--- src/hdl/pffa_pkg.sv ---
package pffa_pkg;

	// Field widths fixed by the interface.
	localparam int CNT_W      = 13;
	localparam int PAGE_W     = 12;
	localparam int ADDR_W     = 24;
	localparam int CNT_MAX    = (1 << CNT_W) - 1;
	localparam int PAGE_COUNT_RST = 4096;

	// Page frame size and the shift that turns a byte address into a page.
	localparam int PAGE_BYTES = 4096;
	localparam int PAGE_SHIFT = $clog2(PAGE_BYTES);

	// Flag store organization: one memory word holds the flags of many pages.
	localparam int FLAG_W     = 3;
	localparam int SLOT_W     = 5;
	localparam int WORD_SLOTS = 1 << SLOT_W;
	localparam int WORD_W     = FLAG_W * WORD_SLOTS;

	typedef enum logic [1:0] {
		OP_ALLOC = 2'd0,
		OP_FREE  = 2'd1,
		OP_SET   = 2'd2,
		OP_QUERY = 2'd3
	} op_t;

	typedef enum logic [1:0] {
		ST_OK      = 2'd0,
		ST_NO_FREE = 2'd1,
		ST_RANGE   = 2'd2
	} status_t;

	typedef struct packed {
		logic broken;
		logic reserved;
		logic in_use;
	} flags_t;

endpackage

--- src/hdl/pffa_first_free.sv ---
module pffa_first_free import pffa_pkg::*; (
	input  logic [WORD_SLOTS-1:0] cand,
	output logic                  found,
	output logic [SLOT_W-1:0]     slot
);

	// Priority encoder: the lowest candidate slot wins.
	always_comb begin
		found = |cand;
		slot  = '0;
		for (int i = WORD_SLOTS - 1; i >= 0; i--) begin
			if (cand[i]) begin
				slot = SLOT_W'(i);
			end
		end
	end

endmodule

--- config.mk ---
export PLATFORM = sky130hd
export DESIGN_NAME = pffa_first_free
export DESIGN_NICKNAME = d
export VERILOG_FILES = /design/src/hdl/pffa_pkg.sv /design/src/hdl/pffa_first_free.sv
export SDC_FILE = /design/constraint.sdc
export NUM_CORES = 1
export LEC_CHECK = 0
export ABC_AREA = 1
export BUFFER_PORTS_ARGS = -buffer_cell sky130_fd_sc_hd__buf_2
export CAP_MARGIN = 20
export CORE_AREA = 2 2 39 41
export DETAILED_ROUTE_END_ITERATION = 12
export DIE_AREA = 0 0 41 43
export PLACE_DENSITY = 0.81
export SLEW_MARGIN = 20
export SYNTH_ARGS = -nofsm -noshare
export SYNTH_HDL_FRONTEND = slang
export SYNTH_SLANG_ARGS = --single-unit
--- constraint.sdc ---
create_clock -name vclk -period 2.11
set_input_delay 0.422 -clock vclk [all_inputs]
set_output_delay 0.422 -clock vclk [all_outputs]
set_load 0.02 [all_outputs]
==> flow_metrics.env, run 1 <==
export IMPL_cp_arrival_ns=2.16
export IMPL_critPathLaunchType="input port"
export IMPL_vias_per_cell=4.40
export IMPL_die_h_um=43
export IMPL_synth_compound_area_share_pct=14.6
export IMPL_synth_fa_ha_area_share_pct=0
export IMPL_violations="setup timing"
export IMPL_synthToLayoutAreaGrowth_pct=70.2
export IMPL_grt_total_usage_pct=14.2
export IMPL_slowest_delay_ns=0.13
export IMPL_synth_most_common_cell="nand2_1"
export IMPL_synth_top_area_cell="nand2_1"
export IMPL_yosys_top_cells_count="nand2_1, inv_1, nor2_1, inv_2"
export IMPL_syn_inst=107
export IMPL_initial_utilization_pct=34.0
export IMPL_syn_num_nets=139
export IMPL_path_common_cell="nand2_1"
export IMPL_cap_viol_max_count=0
export IMPL_finalHoldViolations=0
export IMPL_drtAntennaViolNets=0
export IMPL_setup_ws_ns=-0.468
export IMPL_worst_setup_path_end_kind="output pin"
export IMPL_avgRoutedWirePerCell_um=7.97
export IMPL_cellLeakagePower_nw=0.516
export IMPL_ys_seq_area_share_pct=0
export IMPL_synth_distinct_cells=17
export IMPL_crit_fanout=2
export IMPL_portBuffers=38
export IMPL_drc=0
export IMPL_synthMuxAreaShare_pct=0
export IMPL_crit_required_ns=1.69
export IMPL_drtIter0Drc=4
export IMPL_gp_congestion=0.642
export IMPL_crit_family="simple AND/OR/NAND/NOR gates"
export IMPL_synth_avg_cell_area_sq_um=4.40
export IMPL_overflow=0
export IMPL_tightest_slew_ns=0.252
export IMPL_dp_hpwl_um=1140
export IMPL_grt_pass1_vias=567
export IMPL_ctsHoldBuffers=0
export IMPL_synth_top_cells_by_area="nand2_1, inv_1, nor2_1"
export IMPL_antenna_found_initial=0
export IMPL_min_path_type="in2out"
export IMPL_diodes=0
export IMPL_final_clkbuf_count=0
export IMPL_status="complete, but fails checks"
export IMPL_path_buf_inv=3
export IMPL_pre_cts_ws_ns=-0.542
export IMPL_synth_xor_area_share_pct=0
export IMPL_die_area_sq_mm=0.00176
export IMPL_synth_cell_area_sq_um=470
export IMPL_cpMaxStageDelayCell="buf_6"
export IMPL_peakVddDrop_mv=0.0667
export IMPL_fin_crit_ns=2.58
export IMPL_grt_pass1_wl_um=1900
export IMPL_placementRows=14
export IMPL_tns_ns=-0.669
export IMPL_fmax_ghz=0.388
export IMPL_crit_type="in2out"
export IMPL_flops_and_latches=0
export IMPL_core_sq_mm=0.00138
export IMPL_drv_slew=0
export IMPL_synth_simple_area_share_pct=53.2
export IMPL_synth_top_family_by_area="simple AND/OR/NAND/NOR gates"
export IMPL_grt_max_degree=4
export IMPL_rsz0062_at_grt="true"
export IMPL_regArea_sq_um=0
export IMPL_slew_headroom_pct=83.0
export IMPL_ioPinCount=38
export IMPL_num_vias=739
export IMPL_post_route_period_util_pct=122
export IMPL_nets=186
export IMPL_dr_pass1_iters=4
export IMPL_yosys_warnings=0
export IMPL_drt_wl_total_um=1340
export IMPL_setup_viol=2
export IMPL_die_x_um=41
export IMPL_synth_top_cell_area_share_pct=34.3
export IMPL_p_per_area_mw_per_mm2=161
export IMPL_final_layout_size_suffix_gt1_share_pct=39.5
[worst paths after layout]
check	from	end	slack, ns	depth (start not counted)
max	cand[30]	slot[0]	-0.47	33
min	cand[0]	slot[0]	1.12	3
[cell type report]
type,instances,area [sq um]
fill,142,583
inverter,33,154
multi-input combinational,74,355
tap,16,20.0
timing repair buffer,45,272
[cells by family (layout without fill, tap and decap cells)]
| family | count (synthesis) | count (layout) |
|---|---|---|
| buffers and inverters | 33 | 78 |
| AND/OR/NAND/NOR | 64 | 64 |
| AO/OA/AOI/OAI | 10 | 10 |
[what timing repair did]
item / in CTS / in global routing
pin swaps: 5 / 2
gates cloned: 0 / 0
resized for setup: 10 / 5
endpoints found under the setup margin: 2 / 4
buffers inserted: 1 / 0
[where the power goes]
| group | switching, W | internal, W |
|---|---|---|
| logic | 0.0000617 | 0.0000669 |
| registers | 0 | 0 |
| clock network | 0 | 0 |
| total | 0.0000617 | 0.0000669 |
[cells in the final DEF, fill, tap and decap left out]
| cell | n |
|---|---|
| a21oi_4 | 1 |
| buf_2 | 34 |
| nor4_1 | 1 |
| nand3_1 | 2 |
| nor3_1 | 2 |
| o21bai_1 | 1 |
| o21ai_1 | 1 |
| inv_4 | 1 |
| nor2_1 | 15 |
| inv_2 | 4 |
| nand2_2 | 3 |
| inv_1 | 26 |
| a211oi_1 | 1 |
| buf_4 | 6 |
| buf_6 | 5 |
| a21boi_0 | 1 |
| a21oi_2 | 1 |
| nor4_2 | 1 |
| a31oi_1 | 1 |
| a21oi_1 | 1 |
| o31ai_2 | 1 |
| a311oi_2 | 1 |
| bufinv_8 | 2 |
| nand2_1 | 40 |
[stage by stage]
step	cell area [sq um]	instances	util (%)	hold WS [ns]	total power [W]
finish	801	168	57.9	1.12	0.000129
floorplan	478	107	-	0.871	0.0000571
detailed placement	741	168	53.5	1.14	0.000115
global route	801	168	57.9	1.13	0.000143
CTS	785	168	56.7	1.12	0.000125
global placement	741	168	53.5	1.13	0.000110
[worst min-delay path: stages]
cell	delay, ns
buf_2	0.12
a21oi_4	0.03
buf_6	0.12
[layer usage]
layer / routed length, um / global-route usage (%) / vias up
met5: 0 / 0 / -
met4: 0 / 0 / 0
met3: 103 / 0 / 0
met2: 720 / 28.7 / 26
met1: 515 / 15.8 / 312
li1: - / - / 401
(Power assumes the default switching activity.)
==> run 2: changes to the inputs <==
==> constraint.sdc (replaced) <==
create_clock -name vclk -period 2.11
set_input_delay 0.1055 -clock vclk [all_inputs]
set_output_delay 0.1055 -clock vclk [all_outputs]
set_load 0.02 [all_outputs]
==> run 2 against run 1 <==
The flow now finishes without violations. Largest cell class unchanged. Final area is 15% lower. Highest routed layer unchanged. Via count is 6.0% lower. Die area stayed put. First-iteration DRC count is 130% higher. Wire length is 17% lower. Clock-buffer cell count stayed put. Worst hold slack worse by 0.62 ns. Critical path depth stayed put.
==> flow_metrics.env, run 2 (same netlist as run 1, synthesis figures left out) <==
export IMPL_status="finished clean"
export IMPL_fmax_ghz=0.508
export IMPL_place_inst=161
export IMPL_path_common_cell="nand2_1"
export IMPL_die_h_um=43
export IMPL_die_area_sq_mm=0.00176
export IMPL_setup_viol=0
export IMPL_nets=179
export IMPL_flops_and_latches=0
export IMPL_crit_fanout=2
export IMPL_dr_pass1_iters=4
export IMPL_regArea_sq_um=0
export IMPL_grt_total_usage_pct=12.7
export IMPL_cap_viol_max_count=0
export IMPL_grt_pass1_vias=550
export IMPL_final_layout_size_suffix_gt1_share_pct=31.0
export IMPL_antenna_found_initial=0
export IMPL_dp_hpwl_um=1030
export IMPL_cpMaxStageDelayCell="buf_4"
export IMPL_drtIter0Drc=9
export IMPL_die_x_um=41
export IMPL_post_route_period_util_pct=93.3
export IMPL_cellLeakagePower_nw=0.471
export IMPL_fin_cells=161
export IMPL_num_vias=695
export IMPL_drt_wl_total_um=1110
export IMPL_pre_cts_ws_ns=0.109
export IMPL_mostFrequentLayoutCells="nand2_1, buf_2, inv_1"
export IMPL_grt_max_degree=4
export IMPL_setup_ws_ns=0.142
export IMPL_ctsHoldBuffers=0
export IMPL_worstSetupStartpoint="cand[30]"
export IMPL_vias_per_cell=4.32
export IMPL_diodes=0
export IMPL_slowest_delay_ns=0.15
export IMPL_min_to="slot[0]"
export IMPL_synthToLayoutAreaGrowth_pct=45.2
export IMPL_drv_slew=0
export IMPL_peakVddDrop_mv=0.0626
export IMPL_avgRoutedWirePerCell_um=6.86
export IMPL_fill_cells=145
export IMPL_portBuffers=38
export IMPL_crit_required_ns=2.00
export IMPL_worst_setup_path_end_kind="output pin"
export IMPL_drtAntennaViolNets=0
export IMPL_cts_resized=0
export IMPL_finalHoldViolations=0
export IMPL_critPathLaunchType="input port"
export IMPL_fin_crit_ns=1.97
export IMPL_min_path_type="in2out"
export IMPL_core_sq_mm=0.00138
export IMPL_cp_arrival_ns=1.86
export IMPL_drc=0
export IMPL_initial_utilization_pct=34.0
export IMPL_hp_start="cand[0]"
export IMPL_tightest_slew_ns=0.340
export IMPL_placementRows=14
export IMPL_grt_pass1_wl_um=1730
export IMPL_p_per_area_mw_per_mm2=150
export IMPL_cts_setup_buffers=0
export IMPL_ioPinCount=38
export IMPL_slew_headroom_pct=77.1
export IMPL_gp_congestion=0.703
export IMPL_final_common_cell="nand2_1"
export IMPL_crit_type="in2out"
export IMPL_final_clkbuf_count=0
export IMPL_rsz0062_at_grt="true"
export IMPL_overflow=0
export IMPL_hold_depth=3
[run 2: changes by cell type in the layout (fill, tap and decap cells not counted), sizes merged]
cell	before	now
buf	45	38
[run 2: layout make-up]
class / count / area [sq um] / area share, %
Inverter: 33 / 151 / 22.2
Tap cell: 16 / 20.0 / 2.93
Timing Repair Buffer: 38 / 193 / 28.2
Multi-Input combinational cell: 74 / 319 / 46.7
[run 2: per-layer routing]
layer	track usage [%]	up-vias	routed length (um)
li1	-	388	-
met1	13.0	279	460
met2	26.3	28	528
met3	1.05	0	116
met4	0	0	0
met5	0	-	0
[run 2: per-stage QoR]
| step | setup TNS [ns] | instance area [sq um] | hold WS, ns | util (%) | total power [W] |
|---|---|---|---|---|---|
| 6_report | 0 | 683 | 0.497 | 49.4 | 0.000102 |
| 5_1_grt | -0.169 | 683 | 0.506 | 49.4 | 0.000117 |
| 4_1_cts | 0 | 681 | 0.498 | 49.2 | 0.000102 |
| 3_5_place_dp | 0 | 681 | 0.494 | 49.2 | 0.000102 |
| 3_3_place_gp | 0 | 681 | 0.491 | 49.2 | 0.0000992 |
| 2_1_floorplan | 0 | 470 | 0.253 | - | 0.0000555 |
[run 2: how the worst max path moves through the flow]
stage          endpoint  slack (ns)  depth (start not counted)
5_1_grt         slot[0]       -0.17                         33
3_3_place_gp    slot[0]        0.17                         33
3_5_place_dp    slot[0]        0.11                         33
2_1_floorplan   slot[0]        0.41                         31
6_report        slot[0]        0.14                         33
4_1_cts         slot[0]        0.10                         33
[run 2: report_power, final]
part	total, W	internal (W)	switching [W]
combinational	0.000102	0.0000507	0.0000518
clock	0	0	0
sequential	0	0	0
[run 2: worst max-delay path: cells and delay by family]
kind	cells	cell delay [ns]
buffers and inverters	3	0.29
AND/OR/NAND/NOR	29	1.34
AO/OA/AOI/OAI	1	0.11
==> run 3: changes to the inputs <==
--- a/config.mk
+++ b/config.mk
@@ -5,13 +5,12 @@
 export SDC_FILE = /design/constraint.sdc
 export NUM_CORES = 1
 export LEC_CHECK = 0
-export ABC_AREA = 1
 export BUFFER_PORTS_ARGS = -buffer_cell sky130_fd_sc_hd__buf_2
 export CAP_MARGIN = 20
 export CORE_AREA = 2 2 39 41
 export DETAILED_ROUTE_END_ITERATION = 12
 export DIE_AREA = 0 0 41 43
-export PLACE_DENSITY = 0.81
+export PLACE_DENSITY = 0.73
 export SLEW_MARGIN = 20
 export SYNTH_ARGS = -nofsm -noshare
 export SYNTH_HDL_FRONTEND = slang
==> run 3 against run 2 <==
Core utilization shrank 6.3 points. Combinational power shrank 14%. Area after synthesis shrank 18%. Final area shrank 13%. Total power shrank 15%. Worst setup slack gained 0.48 ns. Critical path depth shrank 26. Largest power group unchanged. Highest routed layer unchanged.
==> flow_metrics.env, run 3 <==
export IMPL_design_area_sq_um=596
export IMPL_fin_crit_ns=1.49
export IMPL_syn_inst=65
export IMPL_num_vias=628
export IMPL_slew_headroom_pct=63.6
export IMPL_mostFrequentLayoutCells="buf_2, nor2_1, nor4_1, a21oi_1, inv_1"
export IMPL_ys_seq_area_share_pct=0
export IMPL_worst_setup_path_end_kind="output pin"
export IMPL_cpMaxStageDelayCell="a221oi_1"
export IMPL_synth_top_cells_by_area="nor4_1, nor2_1, a21oi_1"
export IMPL_synth_most_common_cell="nor2_1"
export IMPL_dr_pass1_iters=4
export IMPL_syn_num_nets=97
export IMPL_post_route_period_util_pct=70.5
export IMPL_tns_ns=0
export IMPL_die_x_um=41
export IMPL_peakVddDrop_mv=0.0640
export IMPL_flops_and_latches=0
export IMPL_crit_fanout=5
export IMPL_slowest_delay_ns=0.30
export IMPL_worstSetupStartpoint="cand[28]"
export IMPL_grt_pass1_wl_um=1900
export IMPL_drc=0
export IMPL_yosys_warnings=0
export IMPL_clockPowerShare_pct=0
export IMPL_p_int_w=0.0000394
export IMPL_gp_congestion=0.783
export IMPL_tightest_slew_ns=0.541
export IMPL_synth_top_cell_area_share_pct=11.4
export IMPL_crit_chain="buf_2 -> nor3b_1 -> nor3_1 -> o31ai_1 -> o2111ai_1 -> a221oi_1 -> buf_2"
export IMPL_cellLeakagePower_nw=0.272
export IMPL_die_area_sq_mm=0.00176
export IMPL_finalHoldViolations=0
export IMPL_ctsHoldBuffers=0
export IMPL_status="finished clean"
export IMPL_placementRows=14
export IMPL_avgRoutedWirePerCell_um=10.6
export IMPL_synth_distinct_cells=24
export IMPL_regArea_sq_um=0
export IMPL_grt_max_degree=6
export IMPL_path_common_cell="buf_2"
export IMPL_synth_avg_cell_area_sq_um=5.93
export IMPL_cts_setup_buffers=0
export IMPL_power_switching_w=0.0000479
export IMPL_core_sq_mm=0.00138
export IMPL_vias_per_cell=5.28
export IMPL_rsz0062_at_grt="false"
export IMPL_p_sw_share_pct=54.9
export IMPL_min_path_type="in2out"
export IMPL_antenna_found_initial=0
export IMPL_grt_total_usage_pct=14.3
export IMPL_yosys_top_cells_count="nor2_1, a21oi_1, nor4_1, inv_1, nor3_1"
export IMPL_grt_pass1_vias=526
export IMPL_final_common_cell="buf_2"
export IMPL_portBuffers=38
export IMPL_synthToLayoutAreaGrowth_pct=54.5
export IMPL_min_to="slot[0]"
export IMPL_pwr_share_comb_pct=100.0
export IMPL_crit_type="in2out"
export IMPL_crit_required_ns=2.00
export IMPL_cts_resized=0
export IMPL_ioPinCount=38
export IMPL_total_power_w=0.0000873
export IMPL_synth_top_area_cell="nor4_1"
export IMPL_fmax_ghz=0.672
export IMPL_overflow=0
export IMPL_pwr_share_seq_pct=0
export IMPL_final_clkbuf_count=0
export IMPL_hp_start="cand[0]"
export IMPL_cap_viol_max_count=0
export IMPL_drt_wl_total_um=1260
export IMPL_final_layout_size_suffix_gt1_share_pct=41.7
export IMPL_p_per_area_mw_per_mm2=147
export IMPL_nets=137
export IMPL_drv_slew=0
export IMPL_die_h_um=43
export IMPL_synth_cell_area_sq_um=385
export IMPL_diodes=0
export IMPL_drtIter0Drc=6
export IMPL_critPathLaunchType="input port"
export IMPL_hold_depth=3
export IMPL_placed_area_sq_um=596
export IMPL_cp_arrival_ns=1.38
export IMPL_setup_viol=0
export IMPL_initial_utilization_pct=27.8
export IMPL_drtAntennaViolNets=0
==> run 3: layer usage <==
metal	GRT usage [%]	up-vias	share of wire, %
li1	-	336	-
met3	0	0	6.8
met4	0	0	0
met2	24.4	17	46
met5	0	-	0
met1	20.6	275	47
==> run 3: layout make-up <==
cell class	instances	area, sq um
timing repair buffer	38	190
tap	16	20.0
fill	145	788
inverter	6	22.5
multi-input combinational	59	363
==> run 3: cell families after synthesis <==
kind of cell	Yosys count	share of synthesized area, %
buffers and inverters	6	5.84
AND/OR/NAND/NOR	37	55.5
AO/OA/AOI/OAI	22	38.6
==> run 3: power groups by stage <==
stage / sequential (W) / combinational, W / clock, W
finish: 0 / 0.0000873 / 0
CTS: 0 / 0.0000870 / 0
global placement: 0 / 0.0000854 / 0
floorplan: 0 / 0.0000316 / 0
global route: 0 / 0.0000969 / 0
detailed placement: 0 / 0.0000866 / 0
==> run 3: worst max-delay path by stage <==
stage                         end  cells after the start
after global placement    slot[2]                      6
final                     slot[0]                      7
after floorplan           slot[0]                      5
after detailed placement  slot[0]                      7
after global routing      slot[0]                      7
after CTS                 slot[0]                      7
==> run 3: critical path, delay by kind of cell <==
family | cells | cell delay [ns]
AOI/OAI and AO/OA | 3 | 0.65
buffers and inverters | 2 | 0.35
and+or+nand+nor | 2 | 0.26
==> run 3: per-stage QoR <==
step,worst slack [ns],utilization (%),instances,hold WS (ns)
2_1_floorplan,0.747,-,65,0.293
3_3_place_gp,0.688,43.0,119,0.505
3_5_place_dp,0.656,43.0,119,0.511
4_1_cts,0.642,43.0,119,0.511
5_1_grt,0.481,43.0,119,0.533
6_report,0.623,43.0,119,0.518
